==> src/design/timed_action_queue_executor_defines.svh <==
// Assertion macros for the timed action queue executor.
`ifndef TIMED_ACTION_QUEUE_EXECUTOR_DEFINES_SVH
`define TIMED_ACTION_QUEUE_EXECUTOR_DEFINES_SVH

// Same-cycle implication, disabled during reset.
`define TAQE_ASSERT_NOW(lbl, clk, rst_n, ante, cons, msg) \
    lbl: assert property (@(posedge clk) disable iff (!(rst_n)) (ante) |-> (cons)) \
        else $error(msg);

// Next-cycle implication, disabled during reset.
`define TAQE_ASSERT_NEXT(lbl, clk, rst_n, ante, cons, msg) \
    lbl: assert property (@(posedge clk) disable iff (!(rst_n)) (ante) |=> (cons)) \
        else $error(msg);

`endif

==> src/design/taqe_pkg.sv <==
// Shared types and constants of the timed action queue executor.
package taqe_pkg;

    localparam int CODE_W   = 4;
    localparam int DATA_W   = 8;
    localparam int PERIOD_W = 16;

    localparam logic [PERIOD_W-1:0] INIT_PERIOD = 16'd1600;

    localparam logic OP_ENQUEUE = 1'b0;
    localparam logic OP_TICK    = 1'b1;

    localparam logic [1:0] SEL_NONE = 2'b00;
    localparam logic [1:0] SEL_X    = 2'b01;
    localparam logic [1:0] SEL_Y    = 2'b10;

    typedef enum logic [CODE_W-1:0] {
        ACT_WAIT         = 4'd0,
        ACT_X_START      = 4'd1,
        ACT_Y_START      = 4'd2,
        ACT_DATA         = 4'd3,
        ACT_END          = 4'd4,
        ACT_LASER        = 4'd5,
        ACT_PERIOD_HI    = 4'd6,
        ACT_PERIOD_LO    = 4'd7,
        ACT_PERIOD_SHORT = 4'd8
    } t_action;

    typedef enum logic {
        S_IDLE,
        S_EXEC
    } t_state;

    typedef struct packed {
        logic push;
        logic pop;
    } t_ring_ctrl;

    typedef struct packed {
        logic empty;
        logic full;
        logic one_left;
    } t_ring_stat;

    typedef struct packed {
        logic                spi_valid;
        logic [DATA_W-1:0]   spi_byte;
        logic                select_x_line;
        logic                select_y_line;
        logic                laser_enable;
        logic [PERIOD_W-1:0] tick_period;
        logic                enqueue_dropped;
        logic                last;
    } t_out_beat;

endpackage

==> src/design/taqe_in_if.sv <==
// Input channel: enqueue and tick beats.
interface taqe_in_if import taqe_pkg::*; ();
    logic              valid;
    logic              ready;
    logic              operation;
    logic [CODE_W-1:0] action_code;
    logic [DATA_W-1:0] action_data;

    modport source (output valid, operation, action_code, action_data, input ready);
    modport sink   (input valid, operation, action_code, action_data, output ready);
endinterface

==> src/design/taqe_out_if.sv <==
// Output channel: one beat per executed action or per input beat.
interface taqe_out_if import taqe_pkg::*; ();
    logic                valid;
    logic                ready;
    logic                spi_valid;
    logic [DATA_W-1:0]   spi_byte;
    logic                select_x_line;
    logic                select_y_line;
    logic                laser_enable;
    logic [PERIOD_W-1:0] tick_period;
    logic                enqueue_dropped;
    logic                last;

    modport source (output valid, spi_valid, spi_byte, select_x_line, select_y_line,
                    laser_enable, tick_period, enqueue_dropped, last, input ready);
    modport sink   (input valid, spi_valid, spi_byte, select_x_line, select_y_line,
                    laser_enable, tick_period, enqueue_dropped, last, output ready);
endinterface

==> src/design/taqe_ring.sv <==
// Ring queue of action words: storage memory, pointers and fill count.
module taqe_ring import taqe_pkg::*; #(
    parameter int DEPTH = 64
) (
    input  logic              i_clk,
    input  logic              i_rst_n,
    input  t_ring_ctrl        i_ctrl,
    input  logic [CODE_W-1:0] i_wr_code,
    input  logic [DATA_W-1:0] i_wr_data,
    output logic [CODE_W-1:0] o_rd_code,
    output logic [DATA_W-1:0] o_rd_data,
    output t_ring_stat        o_stat
);

    localparam int PTR_W  = $clog2(DEPTH);
    localparam int CNT_W  = $clog2(DEPTH + 1);
    localparam int WORD_W = CODE_W + DATA_W;

    logic [WORD_W-1:0] r_mem [DEPTH];
    logic [WORD_W-1:0] r_rd_word;
    logic [PTR_W-1:0]  r_rd_ptr, n_rd_ptr;
    logic [PTR_W-1:0]  r_wr_ptr, n_wr_ptr;
    logic [CNT_W-1:0]  r_count, n_count;

    function automatic logic [PTR_W-1:0] ptr_inc(input logic [PTR_W-1:0] p);
        return (p == PTR_W'(DEPTH - 1)) ? '0 : p + 1'b1;
    endfunction

    always_comb begin
        n_rd_ptr = i_ctrl.pop  ? ptr_inc(r_rd_ptr) : r_rd_ptr;
        n_wr_ptr = i_ctrl.push ? ptr_inc(r_wr_ptr) : r_wr_ptr;
        n_count  = r_count;
        if (i_ctrl.push) begin
            n_count = r_count + 1'b1;
        end else if (i_ctrl.pop) begin
            n_count = r_count - 1'b1;
        end
    end

    always_ff @(posedge i_clk) begin
        if (!i_rst_n) begin
            r_rd_ptr <= '0;
            r_wr_ptr <= '0;
            r_count  <= '0;
        end else begin
            r_rd_ptr <= n_rd_ptr;
            r_wr_ptr <= n_wr_ptr;
            r_count  <= n_count;
        end
    end

    // Registered read at the next head pointer so the word is ready when needed.
    always_ff @(posedge i_clk) begin
        if (i_ctrl.push) begin
            r_mem[r_wr_ptr] <= {i_wr_code, i_wr_data};
        end
        r_rd_word <= r_mem[n_rd_ptr];
    end

    assign o_rd_code       = r_rd_word[WORD_W-1:DATA_W];
    assign o_rd_data       = r_rd_word[DATA_W-1:0];
    assign o_stat.empty    = (r_count == '0);
    assign o_stat.full     = (r_count == CNT_W'(DEPTH));
    assign o_stat.one_left = (r_count == CNT_W'(1));

endmodule

==> src/design/timed_action_queue_executor.sv <==
// Timed action queue executor: top level with tick sequencer and output register.
//
// i_in carries beats of operation, action_code and action_data. An enqueue
// beat stores one action word in the ring and yields one output beat with
// last set; enqueue_dropped is set when the ring was full. A tick beat pops
// and runs actions in order until a wait (or unknown code) has been popped
// or the ring runs empty, one output beat per popped action, last on the
// final one; a tick on an empty ring yields one idle beat.
// Enqueue and empty ticks: the result is registered on acceptance.
// Ticks with work: after acceptance, S_EXEC decodes each action into the output
// register; one per cycle unless stalled, bounded by the single ring read port.
// A new input beat is taken once the previous beat's run is done and the
// output register is empty or being read in that cycle.
// Output stalls hold the output register and pause the sequencer.
// i_cfg_wr_en with i_cfg_wr_data loads the tick period directly.
// Reset: empty ring, both selects high, laser off, period 1600.
`include "timed_action_queue_executor_defines.svh"
module timed_action_queue_executor import taqe_pkg::*; #(
    parameter int QUEUE_DEPTH = 64
) (
    input  logic                i_clk,
    input  logic                i_rst_n,
    taqe_in_if.sink             i_in,
    taqe_out_if.source          o_out,
    input  logic                i_cfg_wr_en,
    input  logic [PERIOD_W-1:0] i_cfg_wr_data
);

    t_state              r_state, n_state;
    t_ring_ctrl          ring_ctrl;
    t_ring_stat          ring_stat;
    logic [CODE_W-1:0]   rd_code;
    logic [DATA_W-1:0]   rd_data;

    t_out_beat           r_out, n_out;
    logic                r_out_valid;
    logic                load_out;
    logic                out_free;
    logic                in_fire;

    logic [1:0]          r_active, n_active;
    logic [1:0]          r_sel, n_sel;
    logic                r_laser, n_laser;
    logic [DATA_W-1:0]   r_hold, n_hold;
    logic [PERIOD_W-1:0] r_period, n_period;
    logic                stop;

    taqe_ring #(
        .DEPTH (QUEUE_DEPTH)
    ) u_ring (
        .i_clk     (i_clk),
        .i_rst_n   (i_rst_n),
        .i_ctrl    (ring_ctrl),
        .i_wr_code (i_in.action_code),
        .i_wr_data (i_in.action_data),
        .o_rd_code (rd_code),
        .o_rd_data (rd_data),
        .o_stat    (ring_stat)
    );

    assign out_free   = !r_out_valid || o_out.ready;
    assign i_in.ready = (r_state == S_IDLE) && out_free;
    assign in_fire    = i_in.valid && i_in.ready;

    // Next state
    always_comb begin
        n_state = r_state;
        unique case (r_state)
            S_IDLE: begin
                if (in_fire && (i_in.operation == OP_TICK) && !ring_stat.empty) begin
                    n_state = S_EXEC;
                end
            end
            S_EXEC: begin
                if (out_free && (stop || ring_stat.one_left)) begin
                    n_state = S_IDLE;
                end
            end
            default: n_state = S_IDLE;
        endcase
    end

    // Action decode and result
    always_comb begin
        n_active  = r_active;
        n_sel     = r_sel;
        n_laser   = r_laser;
        n_hold    = r_hold;
        n_period  = r_period;
        stop      = 1'b0;
        ring_ctrl = '0;
        load_out  = 1'b0;
        n_out     = '0;

        unique case (rd_code)
            ACT_X_START: begin
                n_active = SEL_X;
                n_sel    = r_sel & ~SEL_X;
                n_out.spi_valid = 1'b1;
                n_out.spi_byte  = rd_data;
            end
            ACT_Y_START: begin
                n_active = SEL_Y;
                n_sel    = r_sel & ~SEL_Y;
                n_out.spi_valid = 1'b1;
                n_out.spi_byte  = rd_data;
            end
            ACT_DATA: begin
                n_out.spi_valid = 1'b1;
                n_out.spi_byte  = rd_data;
            end
            ACT_END:          n_sel    = r_sel | r_active;
            ACT_LASER:        n_laser  = (rd_data != '0);
            ACT_PERIOD_HI:    n_hold   = rd_data;
            ACT_PERIOD_LO:    n_period = {r_hold, rd_data};
            ACT_PERIOD_SHORT: n_period = PERIOD_W'(rd_data);
            default:          stop     = 1'b1;
        endcase

        unique case (r_state)
            S_IDLE: begin
                n_active = r_active;
                n_sel    = r_sel;
                n_laser  = r_laser;
                n_hold   = r_hold;
                n_period = r_period;
                n_out    = '0;
                if (in_fire) begin
                    if (i_in.operation == OP_ENQUEUE) begin
                        ring_ctrl.push        = !ring_stat.full;
                        n_out.enqueue_dropped = ring_stat.full;
                        n_out.last            = 1'b1;
                        load_out              = 1'b1;
                    end else if (ring_stat.empty) begin
                        n_out.last = 1'b1;
                        load_out   = 1'b1;
                    end
                end
            end
            S_EXEC: begin
                if (out_free) begin
                    ring_ctrl.pop = 1'b1;
                    n_out.last    = stop || ring_stat.one_left;
                    load_out      = 1'b1;
                end else begin
                    n_active = r_active;
                    n_sel    = r_sel;
                    n_laser  = r_laser;
                    n_hold   = r_hold;
                    n_period = r_period;
                end
            end
            default: ;
        endcase

        n_out.select_x_line = n_sel[0];
        n_out.select_y_line = n_sel[1];
        n_out.laser_enable  = n_laser;
        n_out.tick_period   = n_period;
    end

    always_ff @(posedge i_clk) begin
        if (!i_rst_n) begin
            r_state     <= S_IDLE;
            r_out_valid <= 1'b0;
            r_active    <= SEL_NONE;
            r_sel       <= SEL_X | SEL_Y;
            r_laser     <= 1'b0;
            r_hold      <= '0;
            r_period    <= INIT_PERIOD;
        end else begin
            r_state     <= n_state;
            r_out_valid <= load_out || (r_out_valid && !o_out.ready);
            r_active    <= n_active;
            r_sel       <= n_sel;
            r_laser     <= n_laser;
            r_hold      <= n_hold;
            r_period    <= i_cfg_wr_en ? i_cfg_wr_data : n_period;
        end
    end

    always_ff @(posedge i_clk) begin
        if (load_out) begin
            r_out <= n_out;
        end
    end

    assign o_out.valid           = r_out_valid;
    assign o_out.spi_valid       = r_out.spi_valid;
    assign o_out.spi_byte        = r_out.spi_byte;
    assign o_out.select_x_line   = r_out.select_x_line;
    assign o_out.select_y_line   = r_out.select_y_line;
    assign o_out.laser_enable    = r_out.laser_enable;
    assign o_out.tick_period     = r_out.tick_period;
    assign o_out.enqueue_dropped = r_out.enqueue_dropped;
    assign o_out.last            = r_out.last;

    `TAQE_ASSERT_NOW(a_exec_not_empty, i_clk, i_rst_n, r_state == S_EXEC, !ring_stat.empty, "sequencer running on an empty ring")
    `TAQE_ASSERT_NEXT(a_push_fills, i_clk, i_rst_n, ring_ctrl.push, !ring_stat.empty, "ring empty after a push")
    `TAQE_ASSERT_NEXT(a_last_ends_run, i_clk, i_rst_n, load_out && n_out.last, r_state == S_IDLE, "run continued past its last beat")
    `TAQE_ASSERT_NOW(a_byte_not_dropped, i_clk, i_rst_n, r_out_valid && r_out.spi_valid, !r_out.enqueue_dropped, "byte beat flagged as dropped")

endmodule
==> src/flat_wrapper.sv <==
// flat-port wrapper written by rule: the top's interface ports become plain ports
module timed_action_queue_executor_flat import taqe_pkg::*;
#(
    parameter int QUEUE_DEPTH = 64
)
  (i_clk, i_rst_n, i_cfg_wr_en, i_cfg_wr_data, i_in_valid, i_in_operation, i_in_action_code, i_in_action_data, i_in_ready, o_out_valid, o_out_spi_valid, o_out_spi_byte, o_out_select_x_line, o_out_select_y_line, o_out_laser_enable, o_out_tick_period, o_out_enqueue_dropped, o_out_last, o_out_ready);
  taqe_in_if i_in_i ();
  taqe_out_if o_out_i ();
  input  logic i_clk;
  input  logic i_rst_n;
  input  logic i_cfg_wr_en;
  input  logic [PERIOD_W-1:0] i_cfg_wr_data;
  input wire logic [$bits(i_in_i.valid)-1:0] i_in_valid;
  input wire logic [$bits(i_in_i.operation)-1:0] i_in_operation;
  input wire logic [$bits(i_in_i.action_code)-1:0] i_in_action_code;
  input wire logic [$bits(i_in_i.action_data)-1:0] i_in_action_data;
  output wire logic [$bits(i_in_i.ready)-1:0] i_in_ready;
  output wire logic [$bits(o_out_i.valid)-1:0] o_out_valid;
  output wire logic [$bits(o_out_i.spi_valid)-1:0] o_out_spi_valid;
  output wire logic [$bits(o_out_i.spi_byte)-1:0] o_out_spi_byte;
  output wire logic [$bits(o_out_i.select_x_line)-1:0] o_out_select_x_line;
  output wire logic [$bits(o_out_i.select_y_line)-1:0] o_out_select_y_line;
  output wire logic [$bits(o_out_i.laser_enable)-1:0] o_out_laser_enable;
  output wire logic [$bits(o_out_i.tick_period)-1:0] o_out_tick_period;
  output wire logic [$bits(o_out_i.enqueue_dropped)-1:0] o_out_enqueue_dropped;
  output wire logic [$bits(o_out_i.last)-1:0] o_out_last;
  input wire logic [$bits(o_out_i.ready)-1:0] o_out_ready;
  assign i_in_i.valid = i_in_valid;
  assign i_in_i.operation = i_in_operation;
  assign i_in_i.action_code = i_in_action_code;
  assign i_in_i.action_data = i_in_action_data;
  assign i_in_ready = i_in_i.ready;
  assign o_out_valid = o_out_i.valid;
  assign o_out_spi_valid = o_out_i.spi_valid;
  assign o_out_spi_byte = o_out_i.spi_byte;
  assign o_out_select_x_line = o_out_i.select_x_line;
  assign o_out_select_y_line = o_out_i.select_y_line;
  assign o_out_laser_enable = o_out_i.laser_enable;
  assign o_out_tick_period = o_out_i.tick_period;
  assign o_out_enqueue_dropped = o_out_i.enqueue_dropped;
  assign o_out_last = o_out_i.last;
  assign o_out_i.ready = o_out_ready;
  timed_action_queue_executor #(.QUEUE_DEPTH(QUEUE_DEPTH)) u_core (.i_clk(i_clk), .i_rst_n(i_rst_n), .i_in(i_in_i), .o_out(o_out_i), .i_cfg_wr_en(i_cfg_wr_en), .i_cfg_wr_data(i_cfg_wr_data));
endmodule
==> config.mk <==
export PLATFORM = sky130hd
export DESIGN_NAME = timed_action_queue_executor_flat
export DESIGN_NICKNAME = d
export VERILOG_FILES = /design/src/design/taqe_pkg.sv /design/src/design/taqe_in_if.sv /design/src/design/taqe_out_if.sv /design/src/design/taqe_ring.sv /design/src/design/timed_action_queue_executor.sv /design/src/flat_wrapper.sv
export VERILOG_INCLUDE_DIRS = /design/src /design/src/design
export SDC_FILE = /design/constraint.sdc
export NUM_CORES = 1
export LEC_CHECK = 0
export BUFFER_PORTS_ARGS = -buffer_cell sky130_fd_sc_hd__buf_2
export CAP_MARGIN = 20
export CORE_MARGIN = 4
export CORE_UTILIZATION = 25
export CTS_BUF_LIST = sky130_fd_sc_hd__clkbuf_8
export DETAILED_ROUTE_END_ITERATION = 16
export PLACE_DENSITY = 0.37
export SLEW_MARGIN = 20
export SYNTH_ARGS = -nofsm -noshare
export SYNTH_HDL_FRONTEND = slang
export SYNTH_HIERARCHICAL = 1
export SYNTH_SLANG_ARGS = --single-unit
export TNS_END_PERCENT = 1
==> constraint.sdc <==
create_clock -name i_clk -period 6.3 [get_ports i_clk]
set_input_delay 1.575 -clock i_clk [delete_from_list [all_inputs] [get_ports i_clk]]
set_output_delay 1.575 -clock i_clk [all_outputs]
set_load 0.05 [all_outputs]
* After elaboration in Yosys (flattened, before gate mapping)
Memories as Yosys holds them, arrays and structs flattened. A register that Yosys moved wholly into a read port is not among the register bits. Index checks and enable logic that the tools add are counted.
Operators by class: add/sub/neg operators 4, equal/unequal tests 15, muxes and demuxes 40, bitwise gates (word level) 3, reductions and logical operators 22
Operators by type and width (number):
- $pmux 16 s2 | 2
- $mux 16 | 2
- $mux 8 | 3
- $mux 6 | 3
- $mux 1 | 17
- $eq 4x3->1 const B | 4
- $mux 7 | 2
- $add 6x1->6 const B | 2
- $eq 6x6->1 const B | 2
- $mux 9 | 1
- $eq 4x2->1 const B | 2
- $pmux 1 s2 | 4
- $pmux 2 s2 | 2
- $reduce_bool 8->1 | 1
- $reduce_or 8->1 | 1
- $add 7x1->7 const B | 1
- $eq 7x1->1 const B | 1
- $eq 7x7->1 const B | 1
- $logic_not 7->1 | 1
- $sub 7x1->7 const B | 1
- $logic_and 1x1->1 | 6
- $mux 2 | 3
- $pmux 2 s3 | 1
- $reduce_and 3->1 | 2
- other kinds (11) | 19
Word-level totals: register bits 80, RAM bits 768, input port bits 34, output and inout bits 32, memories 1
Memories:
- u_core.u_ring.r_mem | words 64, width 12, rd ports 1, clocked after Yosys merged registers in 1, write ports 1, line taqe_ring.sv:19 | logic [WORD_W-1:0] r_mem [DEPTH];

* Depth between registers and ports, before layout
word-level depth 8, depth in mapped cells 13

* Cells and area by module
The synthesis kept the hierarchy.
By module, submodules not included:
- taqe_ring | times used 1, cells each 2249, area an instance 31631.6 um2
- timed_action_queue_executor | times used 1, cells each 205, area an instance 2571.2 um2

* Least setup slack after synthesis
Ideal clock, no wire load.
kind input port to flip-flop, start point input o_out_ready, end point memory u_core/u_ring/r_mem[48][0] (netlist name), enable pin, setup time 417 ps, arrival 5004 ps, setup slack 879 ps, cell stages on the path 7, buffers on the path 2, cells stage by stage nor2b_1 > buf_2 > nor2_1 > nor4b_1 > clkbuf_1 > and4b_1 > nor4b_1
RTL lines:
- start: declaration | line flat_wrapper.sv:27 | input wire logic [$bits(o_out_i.ready)-1:0] o_out_ready;
- end: declaration | line taqe_ring.sv:19

==> impl_metrics.py <==
metrics = {
    "floorplanning": {
        "die-area_um2": 143000,
        "die-height_um": 378,
        "die_x_um": 378,
        "core_region_area_um2": 136000,
        "start_util": 0.252,
        "rows": 135,
        "io_pins": 66,
    },
    "power": {
        "power_mw": 13.2,
        "p_leak_nw": 14.2,
        "powerDensity_nw_per_um2": 327,
        "ir_drop_uv": 128,
    },
    "timing": {
        "final.setup.tns_ns": 0,
        "worst_slack_ns": 1.69,
        "fin_crit_ns": 4.61,
        "finalHoldViolCount": 0,
        "finalClockSkew_ns": 0.0386,
        "slew_violations": 0,
        "worst_slew_pin_slew_ns": 1.26,
        "setup_viol": 0,
        "max_freq_mhz": 217,
        "rsz0062_at_grt": "false",
        "period_share": 0.732,
        "slew-limit-headroom": 0.150,
    },
    "global_routing": {
        "grt_max_degree": 91,
        "overflow": 0,
        "grt_pass1_wl_um": 157000,
        "grtUsageTotal": 0.153,
        "grt_pass1_vias": 21300,
        "antenna_found_initial": 5,
    },
    "synthesis": {
        "yosysSeqAreaShare": 0.737,
        "async_flop_share": 0,
        "yosys.area.top_type": "edfxtp_1",
        "ys_warn_count": 6,
        "synthCells": 2454,
        "synth.distinct_cells": 65,
        "yosys_most_used_dff": "edfxtp_1",
        "ys_ff_latch": 860,
        "ys_top_cells_by_area": "edfxtp_1 70%, nand2_1 5.7%, dfxtp_1 3.6%",
        "synth_area_um2": 34200,
        "synth_top_area_frac": 0.701,
        "avgSynthCellArea_um2": 13.9,
        "synth_edf_count": 798,
        "synth_nets": 2494,
    },
    "worst_setup_path": {
        "cpMaxStageDelayCell": "nor4_1",
        "worstPathArrival_ns": 5.34,
        "cp_cell_sequence": "buf_2 > nor2b_1 > buf_4 > nor2_2 > nand4_1 > o21ai_4 > buf_12 > mux2i_1 > o22ai_1 > nor4_1 > buf_4 > nor3_1 > o41a_1",
        "worstPathRequired_ns": 7.04,
        "path_class": "input port to flop",
        "worst_setup_path_end_kind": "flop",
        "cp_num_buf_inv": 4,
        "crit_path_frequent_cell": "buf_4",
        "cp-start-kind": "input port",
        "cp_max_fo": 77,
        "rrSetupSlack_ns": 1.93,
        "startpoint": "o_out_ready",
        "rr_endpoint": "u_core/u_ring/r_rd_word[10]",
        "critPathTopFamily": "simple AND/OR/NAND/NOR gates",
        "r2r_cells": 11,
        "worst_path_largest_cell_delay_ns": 0.68,
        "reg2reg_from": "u_core/r_state",
    },
    "final_layout": {
        "nets": 2698,
        "drive_above_1_share": 0.172,
        "syn_to_final_growth_pct": 17.7,
        "fillerInstances": 13500,
        "seq_area_um2": 25200,
        "final_cells": 4560,
        "multiInputGateArea_um2": 8350,
    },
    "drt": {
        "first_iter_violations": 1672,
        "avgRoutedWirePerCell_um": 24.1,
        "totalWireLength_um": 110000,
        "drtAntennaViolNets": 0,
        "post-route-drc-count": 0,
        "vias": 21300,
        "first_pass_iters": 6,
        "viasPerCell": 4.67,
    },
    "placement": {
        "dp_cells": 4282,
        "pre_cts_slack_ns": 0.751,
        "gp_congestion": 0.775,
        "portBuffers": 65,
        "dp_hpwl_um": 64800,
    },
    "worst_hold_path": {
        "hold_depth": 2,
        "hold_class": "flop to flop",
        "hp-start": "u_core/r_active[0]",
        "hold_path_end": "u_core/r_active[0]",
    },
    "clock_network": {
        "cts-root-buf": "clkbuf_8",
        "clkSinkCount": 860,
        "clock_latency_ns": 0.85,
        "clk_pin_slew_ns": 0.06,
        "clock_path_buffers": 3,
        "cts_tree": "done",
        "hold_buffers": 0,
        "post_cts_buffers": 0,
        "post_cts_resized": 0,
        "numCtsBuffers": 154,
        "ctsHtreeMaxLevel": 4,
    },
    "status": {
        "outcome": "finished, final reports clean",
    },
    "job": {
        "max_cap_violations": 0,
    },
}
-- routing by layer --
metal	track usage	vias to the layer above	share of wire
met5	0	-	0
li1	-	9687	-
met2	0.245	494	0.47
met4	0.0471	0	0.022
met1	0.210	11000	0.46
met3	0.0272	159	0.045
-- placed cells by master (no fill, tap or decap), types with 10 or more instances in the layout --
| master | n |
|---|---|
| nand2_1 | 515 |
| o21ai_0 | 29 |
| or3_1 | 13 |
| nor2_1 | 74 |
| mux2i_1 | 115 |
| and2_1 | 29 |
| nor2b_1 | 24 |
| clkinv_1 | 34 |
| a311oi_1 | 32 |
| buf_4 | 129 |
| nand3_1 | 63 |
| a22oi_1 | 11 |
| o211ai_1 | 11 |
| dfxtp_1 | 62 |
| nand4_1 | 12 |
| and3_1 | 25 |
| a32oi_1 | 21 |
| a31oi_1 | 36 |
| a311o_1 | 11 |
| inv_1 | 59 |
| buf_12 | 13 |
| o21ba_2 | 13 |
| a31o_2 | 10 |
| o22ai_1 | 51 |
| a21oi_1 | 137 |
| nor4_1 | 48 |
| clkbuf_8 | 158 |
| a211oi_1 | 22 |
| buf_2 | 65 |
| edfxtp_1 | 798 |
-- registers in the layout, indices dropped and copies added (netlist names), 2 cells and up --
register	count
u_core/o_out.spi_byte	8
u_core/o_out.tick_period	16
u_core/r_active	2
u_core/r_hold	8
u_core/r_period	16
u_core/r_sel	2
u_core/u_ring/r_count	7
u_core/u_ring/r_mem	768
u_core/u_ring/r_rd_ptr	6
u_core/u_ring/r_rd_word	12
u_core/u_ring/r_wr_ptr	6
-- per-stage QoR --
step	utilization	cell area (um^2)	hold slack (ns)
floorplan	-	34200	0.458
global placement	0.275	37400	0.469
detailed placement	0.275	37400	0.497
CTS	0.296	40200	0.505
global route	0.297	40200	0.551
finish	0.297	40200	0.495
-- report_power, final --
group          internal [mW]  leakage (nW)  switching [mW]  total (mW)
Clock                   2.58          1.62            2.38        4.96
Combinational          0.533          4.88            1.21        1.75
Sequential              6.34          7.70           0.122        6.47
-- worst reg2reg max path, delay by kind of cell (launching register included) --
kind	cells	cell delay, ns
simple gates	4	1.59
flops	1	0.56
buf+inv	3	0.84
compound gates	3	0.92
mux	1	0.38
-- synth_stat cells, types with 3 or more instances --
cell      instances
a211oi_1         22
a21o_1            3
a21oi_1         139
a22o_2            8
a22oi_1          11
a311o_1          11
a311oi_1         32
a31o_2           10
a31oi_1          36
a32oi_1          21
and2_1           29
and3_1           25
and4b_1           3
buf_1            12
buf_2            81
buf_4            11
clkbuf_1         55
dfxtp_1          62
edfxtp_1        798
ha_1              6
inv_1             8
mux2_2            9
mux2i_1         115
mux4_2            3
nand2_1         516
nand2b_1          8
nand3_1          63
nand4_1          12
nor2_1           80
nor2b_1          24
nor3_1           14
nor3b_1           3
nor4_1           49
o211ai_1         11
o21a_1            4
o21ai_0          29
o21ai_1           3
o21ba_2          13
o22ai_1          51
o31ai_1           3
or3_1            13
or4_1             4
xnor2_1          10
xor2_1            6
-- how the worst max path moves through the flow --
| stage | depth (start not counted) | slack (ns) | end |
|---|---|---|---|
| after floorplan | 7 | 0.88 | u_core/u_ring/r_mem[48][0] |
| after global placement | 12 | 0.73 | u_core/u_ring/r_rd_word[0] |
| after detailed placement | 13 | 0.75 | u_core/u_ring/r_rd_word[10] |
| after CTS | 13 | 1.70 | u_core/u_ring/r_rd_word[10] |
| after global routing | 13 | 1.55 | u_core/u_ring/r_rd_word[10] |
| final | 13 | 1.69 | u_core/u_ring/r_rd_word[10] |
-- kinds of logic after synthesis --
group,synth area share
simple gates,0.112
compound gates,0.0827
buf+inv,0.0229
xor+xnor,0.00410
fa+ha+maj,0.00219
flops,0.737
mux,0.0393
-- final cells by class --
cell class,instances,area share
Multi-Input combinational cell,1425,0.207
Clock inverter,114,0.0166
Tap cell,1781,0.0554
Clock buffer,158,0.0540
Timing Repair Buffer,208,0.0393
Sequential cell,860,0.626
Inverter,9,0.000839
Antenna cell,5,0.000311
(Power assumes the default switching activity.)
